$ cat src/plti_pkg.sv
package plti_pkg;

  localparam int unsigned POINTS_DEF = 64;
  localparam int unsigned CNT_W      = 7;
  localparam int unsigned VAL_W      = 24;

  typedef enum logic [1:0] {
    REQ_ADD      = 2'd0,
    REQ_EVAL     = 2'd1,
    REQ_CLASSIFY = 2'd2,
    REQ_NONE     = 2'd3
  } req_t;

  typedef enum logic [1:0] {
    ST_OK    = 2'd0,
    ST_FULL  = 2'd1,
    ST_EMPTY = 2'd2,
    ST_RANGE = 2'd3
  } status_t;

  typedef enum logic [2:0] {
    SH_VARIABLE   = 3'd0,
    SH_DECREASING = 3'd1,
    SH_INCREASING = 3'd2,
    SH_CONSTANT   = 3'd3,
    SH_NONE       = 3'd4
  } shape_t;

  typedef enum logic [3:0] {
    S_IDLE,
    S_DISPATCH,
    S_ADD_RD,
    S_ADD_CHK,
    S_SCAN_RD,
    S_SCAN_CHK,
    S_DIV,
    S_CLS_RD,
    S_CLS_CHK,
    S_FINISH,
    S_OUT
  } state_t;

  // controller -> datapath
  typedef struct packed {
    logic load;        // capture the request
    logic rd_issue;    // read entry at idx-1 (add) or idx (scan)
    logic rd_first;    // read at idx itself (eval/classify scan)
    logic idx_dec;     // step index down
    logic idx_inc;     // step index up
    logic shift_wr;    // write entry idx from read data (shift up)
    logic ins_wr;      // write new point at idx
    logic cnt_inc;
    logic eval_step;   // evaluate compare of current entry
    logic cls_step;    // classify compare of current entry
    logic div_start;
    logic res_set;     // build the result
    logic out_load;
  } dp_cmd_t;

  // datapath -> controller
  typedef struct packed {
    req_t req;
    logic full;
    logic empty;
    logic idx_zero;     // index at 0
    logic idx_last;     // index at count-1
    logic add_stop;     // previous entry x <= new x
    logic eval_done;    // evaluate decided at this entry
    logic eval_div;     // decided and needs the divider
    logic div_busy;
    logic out_busy;
    logic out_take;
  } dp_sts_t;

endpackage

$ cat src/plti_div.sv
module plti_div (
  input  logic        clk,
  input  logic        rst_n,
  input  logic        start,
  input  logic [47:0] num_mag,
  input  logic [16:0] den,
  input  logic        neg,
  output logic        busy,
  output logic [47:0] quo
);
  // restoring divider, one quotient bit per cycle
  logic [47:0] q_r, q_nxt;
  logic [17:0] rem_r, rem_nxt;
  logic [5:0]  cnt_r, cnt_nxt;
  logic        busy_r, busy_nxt;
  logic        neg_r;
  logic [17:0] trial;

  always_comb begin
    q_nxt    = q_r;
    rem_nxt  = rem_r;
    cnt_nxt  = cnt_r;
    busy_nxt = busy_r;
    trial    = {rem_r[16:0], q_r[47]} - {1'b0, den};
    if (start) begin
      q_nxt    = num_mag;
      rem_nxt  = '0;
      cnt_nxt  = 6'd48;
      busy_nxt = 1'b1;
    end else if (busy_r) begin
      if (!trial[17]) begin
        rem_nxt = trial;
        q_nxt   = {q_r[46:0], 1'b1};
      end else begin
        rem_nxt = {rem_r[16:0], q_r[47]};
        q_nxt   = {q_r[46:0], 1'b0};
      end
      cnt_nxt = cnt_r - 6'd1;
      if (cnt_r == 6'd1) busy_nxt = 1'b0;
    end
  end

  always_ff @(posedge clk) begin
    if (!rst_n) begin
      busy_r <= 1'b0;
      cnt_r  <= '0;
    end else begin
      busy_r <= busy_nxt;
      cnt_r  <= cnt_nxt;
    end
    q_r   <= q_nxt;
    rem_r <= rem_nxt;
    if (start) neg_r <= neg;
  end

  assign busy = busy_r;
  assign quo  = neg_r ? -q_r : q_r;
endmodule

$ cat src/plti_datapath.sv
module plti_datapath #(
  parameter int unsigned POINTS = plti_pkg::POINTS_DEF
) (
  input  logic              clk,
  input  logic              rst_n,
  input  plti_pkg::dp_cmd_t cmd,
  output plti_pkg::dp_sts_t sts,
  input  logic              in_tvalid,
  input  logic [39:0]       in_tdata,
  input  logic              out_tready,
  output logic              out_tvalid,
  output logic [71:0]       out_tdata
);
  import plti_pkg::*;

  localparam int unsigned AW = (POINTS > 1) ? $clog2(POINTS) : 1;
  localparam int unsigned CW = $clog2(POINTS + 1);

  logic [31:0] mem_r [POINTS];

  req_t             req_r;
  logic signed [15:0] xq_r, yq_r;
  logic [CW-1:0]    count_r;
  logic [CW-1:0]    idx_r;
  logic [31:0]      rd_r;
  logic signed [15:0] px_r, py_r;   // previous entry
  logic             have_prev_r;
  logic             up_r, down_r, flat_r;
  logic signed [15:0] minx_r;
  logic [1:0]       st_r;
  logic signed [23:0] val_r;
  logic             eval_div_r;
  logic             out_v_r;
  logic [71:0]      out_d_r;

  logic signed [15:0] rx, ry;
  assign rx = rd_r[15:0];
  assign ry = rd_r[31:16];

  // memory: one write, one read port
  logic [AW-1:0] wa, ra;
  logic          we;
  logic [31:0]   wd;
  always_comb begin
    we = cmd.shift_wr || cmd.ins_wr;
    wa = idx_r[AW-1:0];
    wd = cmd.ins_wr ? {yq_r, xq_r} : rd_r;
    ra = cmd.rd_first ? idx_r[AW-1:0] : (idx_r[AW-1:0] - AW'(1));
  end
  always_ff @(posedge clk) begin
    if (we) mem_r[wa] <= wd;
    if (cmd.rd_issue) rd_r <= mem_r[ra];
  end

  // eval decision on the current entry rx (index idx_r) with prev px
  logic ev_done, ev_div;
  logic [1:0] ev_st;
  logic signed [23:0] ev_val;
  always_comb begin
    ev_done = 1'b0; ev_div = 1'b0; ev_st = ST_OK;
    ev_val  = 24'(ry) <<< 8;
    if (!have_prev_r && xq_r < rx) begin
      ev_done = 1'b1; ev_st = ST_RANGE;
    end else if (xq_r == rx) begin
      ev_done = 1'b1;
    end else if (have_prev_r && xq_r < rx) begin
      ev_done = 1'b1; ev_div = 1'b1;
    end else if (sts.idx_last) begin
      ev_done = 1'b1; ev_st = ST_RANGE;
    end
  end

  // divider operands
  logic signed [17:0] dh, dl;
  logic signed [34:0] num;
  logic [47:0] nmag;
  logic divbusy;
  logic [47:0] quo;
  assign dh   = 18'(rx) - 18'(xq_r);
  assign dl   = 18'(xq_r) - 18'(px_r);
  logic signed [34:0] p1_r, p2_r;
  logic [16:0] den_r;
  always_ff @(posedge clk) begin
    if (cmd.eval_step) begin
      p1_r  <= 35'(dh) * 35'(py_r);
      p2_r  <= 35'(dl) * 35'(ry);
      den_r <= 17'(rx - px_r);
    end
  end
  assign num  = p1_r + p2_r;
  assign nmag = num[34] ? 48'(-num) << 8 : 48'(num) << 8;

  plti_div u_div (
    .clk(clk), .rst_n(rst_n), .start(cmd.div_start),
    .num_mag(nmag), .den(den_r), .neg(num[34]),
    .busy(divbusy), .quo(quo)
  );

  always_ff @(posedge clk) begin
    if (!rst_n) begin
      count_r <= '0;
      out_v_r <= 1'b0;
    end else begin
      if (cmd.cnt_inc) count_r <= count_r + CW'(1);
      if (cmd.out_load) out_v_r <= 1'b1;
      else if (out_tready) out_v_r <= 1'b0;
    end
    if (cmd.load) begin
      req_r <= req_t'(in_tdata[1:0]);
      xq_r  <= in_tdata[17:2];
      yq_r  <= in_tdata[33:18];
      idx_r <= (in_tdata[1:0] == REQ_ADD) ? count_r : '0;
      have_prev_r <= 1'b0;
      up_r <= 1'b0; down_r <= 1'b0; flat_r <= 1'b0;
      st_r <= ST_OK; val_r <= '0; eval_div_r <= 1'b0;
    end
    if (cmd.idx_dec) idx_r <= idx_r - CW'(1);
    if (cmd.idx_inc) idx_r <= idx_r + CW'(1);
    if (cmd.eval_step) begin
      px_r <= rx; py_r <= ry; have_prev_r <= 1'b1;
      if (ev_done) begin
        st_r <= ev_st; val_r <= ev_val; eval_div_r <= ev_div;
      end
    end
    if (cmd.cls_step) begin
      if (!have_prev_r) minx_r <= rx;
      else if (ry > py_r) up_r <= 1'b1;
      else if (ry < py_r) down_r <= 1'b1;
      else flat_r <= 1'b1;
      px_r <= rx; py_r <= ry; have_prev_r <= 1'b1;
    end
    if (cmd.res_set) begin
      logic [1:0] s;
      logic [23:0] v;
      logic [2:0] sh;
      logic [15:0] mn, mx;
      s = ST_OK; v = '0; sh = SH_NONE; mn = '0; mx = '0;
      unique case (req_r)
        REQ_ADD: s = (count_r == CW'(POINTS) && !eval_div_r && idx_r == count_r)
                     ? ST_FULL : ST_OK;
        REQ_EVAL: begin
          if (count_r == '0) s = ST_EMPTY;
          else begin
            s = st_r;
            v = eval_div_r ? quo[23:0] : val_r;
          end
        end
        REQ_CLASSIFY: begin
          if (count_r == '0) s = ST_EMPTY;
          else begin
            mn = minx_r; mx = px_r;
            if (up_r && down_r) sh = SH_VARIABLE;
            else if (down_r && !flat_r) sh = SH_DECREASING;
            else if (up_r && !flat_r) sh = SH_INCREASING;
            else if (flat_r && !up_r && !down_r) sh = SH_CONSTANT;
          end
        end
        default: s = ST_OK;
      endcase
      out_d_r <= {4'b0, 7'(count_r), mx, mn, sh, v, s};
    end
  end

  always_comb begin
    sts.req       = req_r;
    sts.full      = (count_r == CW'(POINTS));
    sts.empty     = (count_r == '0);
    sts.idx_zero  = (idx_r == '0);
    sts.idx_last  = (idx_r == count_r - CW'(1));
    sts.add_stop  = !(rx > xq_r);
    sts.eval_done = ev_done;
    sts.eval_div  = ev_div;
    sts.div_busy  = divbusy;
    sts.out_busy  = out_v_r;
    sts.out_take  = out_v_r && out_tready;
  end

  assign out_tvalid = out_v_r;
  assign out_tdata  = out_d_r;

  logic unused;
  assign unused = in_tvalid ^ ^in_tdata[39:34];
endmodule

$ cat src/plti_ctrl.sv
module plti_ctrl (
  input  logic              clk,
  input  logic              rst_n,
  input  logic              in_tvalid,
  output logic              in_tready,
  input  plti_pkg::dp_sts_t sts,
  output plti_pkg::dp_cmd_t cmd
);
  import plti_pkg::*;

  state_t state_r, state_nxt;

  always_ff @(posedge clk) begin
    if (!rst_n) state_r <= S_IDLE;
    else        state_r <= state_nxt;
  end

  always_comb begin
    state_nxt = state_r;
    unique case (state_r)
      S_IDLE:     if (in_tvalid) state_nxt = S_DISPATCH;
      S_DISPATCH: begin
        unique case (sts.req)
          REQ_ADD:      state_nxt = sts.full ? S_FINISH
                                  : (sts.idx_zero ? S_ADD_CHK : S_ADD_RD);
          REQ_EVAL:     state_nxt = sts.empty ? S_FINISH : S_SCAN_RD;
          REQ_CLASSIFY: state_nxt = sts.empty ? S_FINISH : S_CLS_RD;
          default:      state_nxt = S_FINISH;
        endcase
      end
      S_ADD_RD:   state_nxt = S_ADD_CHK;
      S_ADD_CHK:  state_nxt = (sts.idx_zero || sts.add_stop) ? S_FINISH : S_ADD_RD;
      S_SCAN_RD:  state_nxt = S_SCAN_CHK;
      S_SCAN_CHK: state_nxt = sts.eval_done ? (sts.eval_div ? S_DIV : S_FINISH)
                                             : S_SCAN_RD;
      S_DIV:      state_nxt = S_FINISH;
      S_CLS_RD:   state_nxt = S_CLS_CHK;
      S_CLS_CHK:  state_nxt = sts.idx_last ? S_FINISH : S_CLS_RD;
      S_FINISH:   if (!sts.div_busy && !sts.out_busy) state_nxt = S_OUT;
      S_OUT:      state_nxt = S_IDLE;
      default:    state_nxt = S_IDLE;
    endcase
  end

  always_comb begin
    cmd       = '0;
    in_tready = 1'b0;
    unique case (state_r)
      S_IDLE: begin
        in_tready = 1'b1;
        cmd.load  = in_tvalid;
      end
      S_DISPATCH: ;
      S_ADD_RD: cmd.rd_issue = 1'b1;
      S_ADD_CHK: begin
        // add_stop: entry idx-1 stays, new point goes at idx
        if (sts.idx_zero || sts.add_stop) begin
          cmd.ins_wr  = 1'b1;
          cmd.cnt_inc = 1'b1;
        end else begin
          cmd.shift_wr = 1'b1;
          cmd.idx_dec  = 1'b1;
        end
      end
      S_SCAN_RD: begin
        cmd.rd_issue = 1'b1;
        cmd.rd_first = 1'b1;
      end
      S_SCAN_CHK: begin
        cmd.eval_step = 1'b1;
        if (!sts.eval_done) cmd.idx_inc = 1'b1;
      end
      S_DIV: cmd.div_start = 1'b1;
      S_CLS_RD: begin
        cmd.rd_issue = 1'b1;
        cmd.rd_first = 1'b1;
      end
      S_CLS_CHK: begin
        cmd.cls_step = 1'b1;
        if (!sts.idx_last) cmd.idx_inc = 1'b1;
      end
      S_FINISH: ;
      S_OUT: begin
        cmd.res_set  = 1'b1;
        cmd.out_load = 1'b1;
      end
      default: ;
    endcase
  end

  assert property (@(posedge clk) disable iff (!rst_n)
    cmd.shift_wr |-> !cmd.ins_wr) else $error("shift and insert together");
  assert property (@(posedge clk) disable iff (!rst_n)
    (state_r == S_OUT) |-> !sts.div_busy) else $error("result while dividing");
  assert property (@(posedge clk) disable iff (!rst_n)
    in_tready |-> (state_r == S_IDLE)) else $error("ready while busy");
endmodule

$ cat src/piecewise_linear_table_interp.sv
// Piecewise linear interpolation table.
// in_*  : request beats. in_tdata = {pad, y_value[15:0], x_value[15:0], req_type[1:0]}.
//         req_type 0 adds a point (kept sorted by x, stable), 1 evaluates at x,
//         2 classifies the table's shape.
// out_* : one result beat per request. out_tdata = {pad, point_count, max_x,
//         min_x, shape_class, interp_value, status}, status in the lowest bits.
// Timing: one request at a time. Add walks down from the end shifting entries,
// each entry read from the table and then written back one place up. Evaluate
// scans up from entry 0 and, when x falls between two points, runs a restoring
// divider on the bracketing points. Classify scans all entries.
// The next request is accepted in the cycle after the result is loaded.
// Reset clears the point count, the output valid and the control and divider
// state; table contents are never read before they are written. The result
// register holds while out_tready is low; the next request is still processed,
// then waits for the register to drain before loading its result, and holds
// in_tready low until then.
module piecewise_linear_table_interp #(
  parameter int unsigned POINTS = plti_pkg::POINTS_DEF
) (
  input  logic        clk,
  input  logic        rst_n,
  input  logic        in_tvalid,
  output logic        in_tready,
  input  logic [39:0] in_tdata,   // req_type, x_value, y_value
  output logic        out_tvalid,
  input  logic        out_tready,
  output logic [71:0] out_tdata   // status, interp_value, shape_class, min_x, max_x, point_count
);
  import plti_pkg::*;

  dp_cmd_t cmd;
  dp_sts_t sts;

  plti_ctrl u_ctrl (
    .clk(clk), .rst_n(rst_n), .in_tvalid(in_tvalid), .in_tready(in_tready),
    .sts(sts), .cmd(cmd)
  );

  plti_datapath #(.POINTS(POINTS)) u_dp (
    .clk(clk), .rst_n(rst_n), .cmd(cmd), .sts(sts),
    .in_tvalid(in_tvalid), .in_tdata(in_tdata),
    .out_tready(out_tready), .out_tvalid(out_tvalid), .out_tdata(out_tdata)
  );
endmodule

$ cat config.mk
export PLATFORM = sky130hd
export DESIGN_NAME = piecewise_linear_table_interp
export DESIGN_NICKNAME = d
export VERILOG_FILES = /design/src/plti_pkg.sv /design/src/plti_div.sv /design/src/plti_datapath.sv /design/src/plti_ctrl.sv /design/src/piecewise_linear_table_interp.sv
export SDC_FILE = /design/constraint.sdc
export NUM_CORES = 2
export LEC_CHECK = 0
export BUFFER_PORTS_ARGS = -buffer_cell sky130_fd_sc_hd__buf_2
export CORE_MARGIN = 8
export CORE_UTILIZATION = 60
export DETAILED_ROUTE_END_ITERATION = 12
export PLACE_DENSITY = 0.84
export SETUP_SLACK_MARGIN = 0.3
export SYNTH_ARGS = -nofsm -noshare
export SYNTH_HDL_FRONTEND = slang
export SYNTH_SLANG_ARGS = --single-unit
$ cat constraint.sdc
create_clock -name clk -period 9.9 [get_ports clk]
set_clock_uncertainty 0.2 [all_clocks]
set_input_delay 0.495 -clock clk [delete_from_list [all_inputs] [get_ports clk]]
set_output_delay 0.495 -clock clk [all_outputs]
set_load 0.02 [all_outputs]
## Yosys cells after proc, flatten, opt, wreduce, memory -nomap -nowiden

Memories as Yosys holds them, arrays and structs flattened. A register that Yosys moved wholly into a read port is not among the register bits.
Index checks and enable logic that the tools add are counted.
Widths: inputs -> output; s select.

| word-level totals | value |
|---|---|
| register bits | 360 |
| memory bits (writable) | 2048 |
| bits of input ports | 44 |
| output and inout bits | 74 |
| word-level logic and storage cells | 208 |
| memories kept | 1 |

| cells by class | value |
|---|---|
| add/sub/neg operators | 13 |
| multipliers | 2 |
| order comparisons | 4 |
| equality and inequality tests | 19 |
| mux-type cells | 95 |
| bitwise gates (word level) | 4 |
| reductions and logical operators | 39 |

Memories:

| memory | words | bits a word | rd ports | clocked after memory_dff | wr ports | RTL line | RTL |
|---|---|---|---|---|---|---|---|
| u_dp.mem_r | 64 | 32 | 1 | 1 | 1 | plti_datapath.sv:19 | `logic [31:0] mem_r [POINTS];` |

Operator list:

| operator | count |
|---|---|
| $mux 48 | 3 |
| $mux 24 | 5 |
| $mul 17x16->33 | 2 |
| $mux 16 | 4 |
| $sub 16x16->17 | 3 |
| $mux 1 | 45 |
| $neg 35->40 | 1 |
| $pmux 4 s10 | 1 |
| $mux 4 | 9 |
| $add 35x35->35 | 1 |
| $gt 16x16->1 | 2 |
| $lt 16x16->1 | 2 |
| $mux 32 | 1 |
| $mux 7 | 4 |
| $neg 24->24 | 1 |
| $mux 2 | 11 |
| $mux 6 | 3 |
| $sub 18x17->18 | 1 |
| $mux 17 | 1 |
| $eq 16x16->1 | 1 |
| $eq 4x3->1 const B | 4 |
| $mux 3 | 5 |
| $add 7x1->7 const B | 2 |
| $eq 7x7->1 | 2 |
| other kinds (27) | 62 |

## Longest topological paths before layout

| logic depth | value |
|---|---|
| depth after elaboration | 9 |
| depth in mapped cells | 37 |
| mapped depth without buffers | 36 |

## Hierarchy

A second synthesis with hierarchy kept.

| unflattened totals | value |
|---|---|
| cell total of the unflattened synthesis | 7279 |
| area total of the unflattened synthesis | 120162.7 µm² |

Modules (own cells, without submodules):

| module | instances | cells each | area an instance (µm²) | sequential area each (µm²) |
|---|---|---|---|---|
| plti_datapath | 1 | 6700 | 114522.3 | 70447.6 |
| plti_div | 1 | 510 | 5118.7 | 1951.9 |
| plti_ctrl | 1 | 69 | 521.8 | 80.1 |

## Worst setup path before layout

OpenSTA, ideal clock, no wires.

| timing | value |
|---|---|
| kind | reg2reg |
| start | reg u_dp.px_r[0] |
| end | reg u_dp.p2_r[33], data pin |
| setup time | 0.260 ns |
| data arrival time | 8.511 ns |
| required time | 9.440 ns |
| slack | 0.929 ns |
| stages on the path, launching flop included | 35 |
| buffers on the path | 0 |
| period minus slack after synthesis | 8.971 ns |
| path through | edfxtp_1 > ha_1 > fa_1 > nor2b_1 > o21ai_0 > a21boi_0 > o21ai_0 > a21boi_0 > o21ai_0 > a21o_1 > a211oi_2 > o211ai_1 > nor2_1 > nand2_1 > fa_1 > fa_1 > fa_1 > fa_1 > inv_1 > fa_1 > inv_1 > fa_1 > inv_1 > ha_1 > a21o_1 > a21o_1 > a21o_1 > a21oi_1 > o31ai_1 > a21o_1 > o41ai_1 > o211ai_1 > a31o_2 > a21oi_1 > xnor2_1 |

| between the ends | value |
|---|---|
| cells in the longest elaborated chain, start to end | 2 |

Ends and longest elaborated chain:

| element | RTL line | RTL |
|---|---|---|
| start: declaration | plti_datapath.sv:26 | `logic signed [15:0] px_r, py_r;` |
| start signal: assignment | plti_datapath.sv:120 | `px_r <= rx; py_r <= ry; have_prev_r <= 1'b1;` |
| start signal: assignment | plti_datapath.sv:130 | `px_r <= rx; py_r <= ry; have_prev_r <= 1'b1;` |
| $sub 16x16->17 | plti_datapath.sv:80 | `assign dl = 18'(xq_r) - 18'(px_r);` |
| $mul 17x16->33 | plti_datapath.sv:86 | `p2_r <= 35'(dl) * 35'(ry);` |
| end signal: assignment | plti_datapath.sv:86 |  |
| end: declaration | plti_datapath.sv:81 | `logic signed [34:0] p1_r, p2_r;` |

Every way passes these cells.
A chain may end at the register's enable or synchronous reset.

## Worst setup path in the final report

Same ends and word-level chain as after synthesis.

==> out/metrics.cfg <==
[logic_synthesis]
synthFlopType = edfxtp_1
synth_xor_area_frac = 0.01713
yosys_warnings = 0
yosys.area_share.simple = 0.05265
synth-seq-cells = 2436
synth_top_family_by_area = multiplexers
yosysMostFrequentCell = edfxtp_1
synth.avg_cell_area_um2 = 16.47
synth_area_mm2 = 0.1192
synth.distinct_cells = 84
ys_top_cells_by_count = edfxtp_1 (2,369), inv_1 (789), mux4_2 (672), fa_1 (557), nand2_1 (418)
synthTopCellsByArea = edfxtp_1 (60%), mux4_2 (13%), fa_1 (9.4%), ha_1 (3.1%), inv_1 (2.5%)
ys_async_sr_fraction = 0
muxShareOfSynthArea = 0.1310
synth-edff-count = 2369
seq_area_frac_synth = 0.6083
synth_fa_ha_area_frac = 0.1242
netlist.area_leader.share = 0.5970
yosysTopAreaCell = edfxtp_1
syn_inst = 7235
synth_compound_area_frac = 0.03129

[floorplan]
pin_count = 118
start_util = 0.6036
die_x_um = 461.6
die-area_mm2 = 0.2131
core-area_mm2 = 0.1974
rows = 163
die_h_um = 461.6

[grt]
grt_overflow_total = 0
first_global_vias = 72250
gr-usage-all-layers = 0.3361
antenna_found_initial = 24
grt_max_degree = 137
grt_pass1_wl_mm = 513.7

[worst_hold_path]
hp-class = in2reg
hold_depth = 2

[route]
post-route-drc-count = 0
drt_wl_total_mm = 359.5
drt-pass1-iter-count = 7
dr.first_iter.drc_count = 10570
postRouteAntennaNets = 0
vias = 70620
routedWlPerCell_um = 34.85
viasPerCell = 6.846

[critical_path]
crit_end = u_dp.p2_r[33]
r2r.worst_path.cells = 37
end_kind = flip-flop
r2r_start = u_dp.px_r[0]
r2r-end = u_dp.p2_r[33]
cpMostUsedCell = fa_1
cp_max_fo = 4
timing.critical_path.slowest_cell_delay_ns = 0.56
cp_data_required_time_ns = 10.27
critPathLaunch = u_dp.px_r[0]
cpMaxStageDelayCell = fa_1
r2r_slack_ns = 0.63
critPathKind = reg2reg
crit_path_start_kind = flip-flop
cp.arrival_ns = 9.64

[timing]
fmax_mhz = 107.9
maxSlewHeadroom = -0.01279
period_share = 0.9363
setup_viol = 0
hold_viol = 0
report.final.slew_viol_count = 65
finalSetupTns_ns = 0
min_period_ns = 9.269
hold_ws_ns = 0.1315
worstMarginPinSlew_ns = 1.519
rsz0062_at_grt = yes

[placement]
dp.cells = 9853
place.gp.congestion = 0.9427
hpwl_mm = 204.8
port_buffers = 107

[clocking]
clock_path_buffers = 3
clk_latency_ns = 0.88
clkTransAtPathRegs_ns = 0.07
numCtsBuffers = 221
cts_max_level = 4
cts.sinks = 2436
cts_tree = built
cts_root_buf = clkbuf_16

[finish]
final_cells = 10320
final_nets = 8376
drive_above_1_share = 0.1868
area_growth_pct = 10.56

[outcome]
status = finished, violations left
violations = capacitance limit, slew limit

[flow_run]
cap_viol_max_count = 1

worst min path at each step:
stage / start / end / slack, ns
floorplan: u_dp.count_r[3] / u_dp.out_tdata[64] / 0.21
global placement: u_dp.st_r[1] / u_dp.st_r[1] / 0.25
detailed placement: u_dp.st_r[0] / u_dp.st_r[0] / 0.26
CTS: in_tdata[31] / u_dp.yq_r[13] / 0.12
global route: in_tdata[28] / u_dp.yq_r[10] / 0.13
finish: in_tdata[29] / u_dp.yq_r[11] / 0.13
sequential cells by signal, summed over array words and instances, names as in the netlist, 2 cells and up:
register,flops
u_dp.st_r,2
u_dp.val_r,24
u_dp.idx_r,7
u_dp.out_tdata,68
u_dp.mem_r,2048
u_dp.u_div.rem_r,17
u_dp.px_r,16
u_dp.minx_r,16
u_dp.xq_r,16
u_dp.py_r,16
u_dp.req_r,2
u_dp.p2_r,33
u_dp.u_div.cnt_r,6
u_ctrl.state_r,4
u_dp.rd_r,32
u_dp.yq_r,16
u_dp.den_r,17
u_dp.p1_r,33
u_dp.count_r,7
u_dp.u_div.q_r,48
routing by layer:
layer	wire length, um	track usage	vias up
li1	-	-	27300
met1	112200	0.3914	35510
met2	173500	0.5565	6138
met3	42280	0.08584	1657
met4	31420	0.2213	20
met5	162	0	-
through the flow:
stage / setup WS (ns) / util / instance area [um^2]
after floorplan: 0.9291 / - / 119200
after global placement: 0.5010 / 0.6280 / 124000
after detailed placement: 0.4839 / 0.6280 / 124000
after CTS: 0.3853 / 0.6666 / 131600
after global routing: 0.2318 / 0.6672 / 131700
final: 0.6308 / 0.6673 / 131700
kinds of logic (layout without fill, tap and decap cells):
kind of cell | count (synthesis) | in the layout
buffers and inverters | 1099 | 1526
adder cells (fa/ha/maj) | 849 | 849
AO/OA/AOI/OAI | 587 | 587
multiplexers | 717 | 717
other | 1 | 14
flip-flops | 2436 | 2436
XOR/XNOR | 233 | 233
AND/OR/NAND/NOR | 1313 | 1313
what timing repair did:
action | CTS | global route
gates resized for setup | 0 | 18
endpoints found under the hold margin | 57 | 0
setup endpoints to repair | 0 | 12
setup buffers | 0 | 9
hold buffers | 38 | 0
critical path: cells and delay by family (launching register included):
kind / cells / cell delay, ns
AO/OA/AOI/OAI: 18 / 3.32
flip-flops: 1 / 0.43
adder cells (fa/ha/maj): 9 / 4.01
AND/OR/NAND/NOR: 3 / 0.32
buffers and inverters: 6 / 0.64
XOR/XNOR: 1 / 0.07
final cells by class:
type | count | area, um^2
flip-flops and latches | 2436 | 72480
fillers | 12260 | 65680
multi-input cells | 3703 | 43320
clock buffers | 268 | 5833
well taps | 2640 | 3303
inverters | 791 | 2970
repair buffers | 330 | 2405
clock inverters | 137 | 1398
diodes | 10 | 25.02
layout by cell type, fill, tap and decap left out, types with 130 or more instances in the layout:
| master | n |
|---|---|
| inv_1 | 788 |
| fa_1 | 557 |
| clkbuf_16 | 226 |
| a21oi_1 | 146 |
| nand2_1 | 418 |
| edfxtp_1 | 2369 |
| xnor2_1 | 160 |
| o21ai_0 | 130 |
| mux4_2 | 672 |
| nor2_1 | 252 |
| buf_4 | 177 |
| and2_1 | 220 |
| ha_1 | 291 |
Power is not shown: default switching activity piles up to over one toggle a cycle in this logic, so the estimate is an artifact.
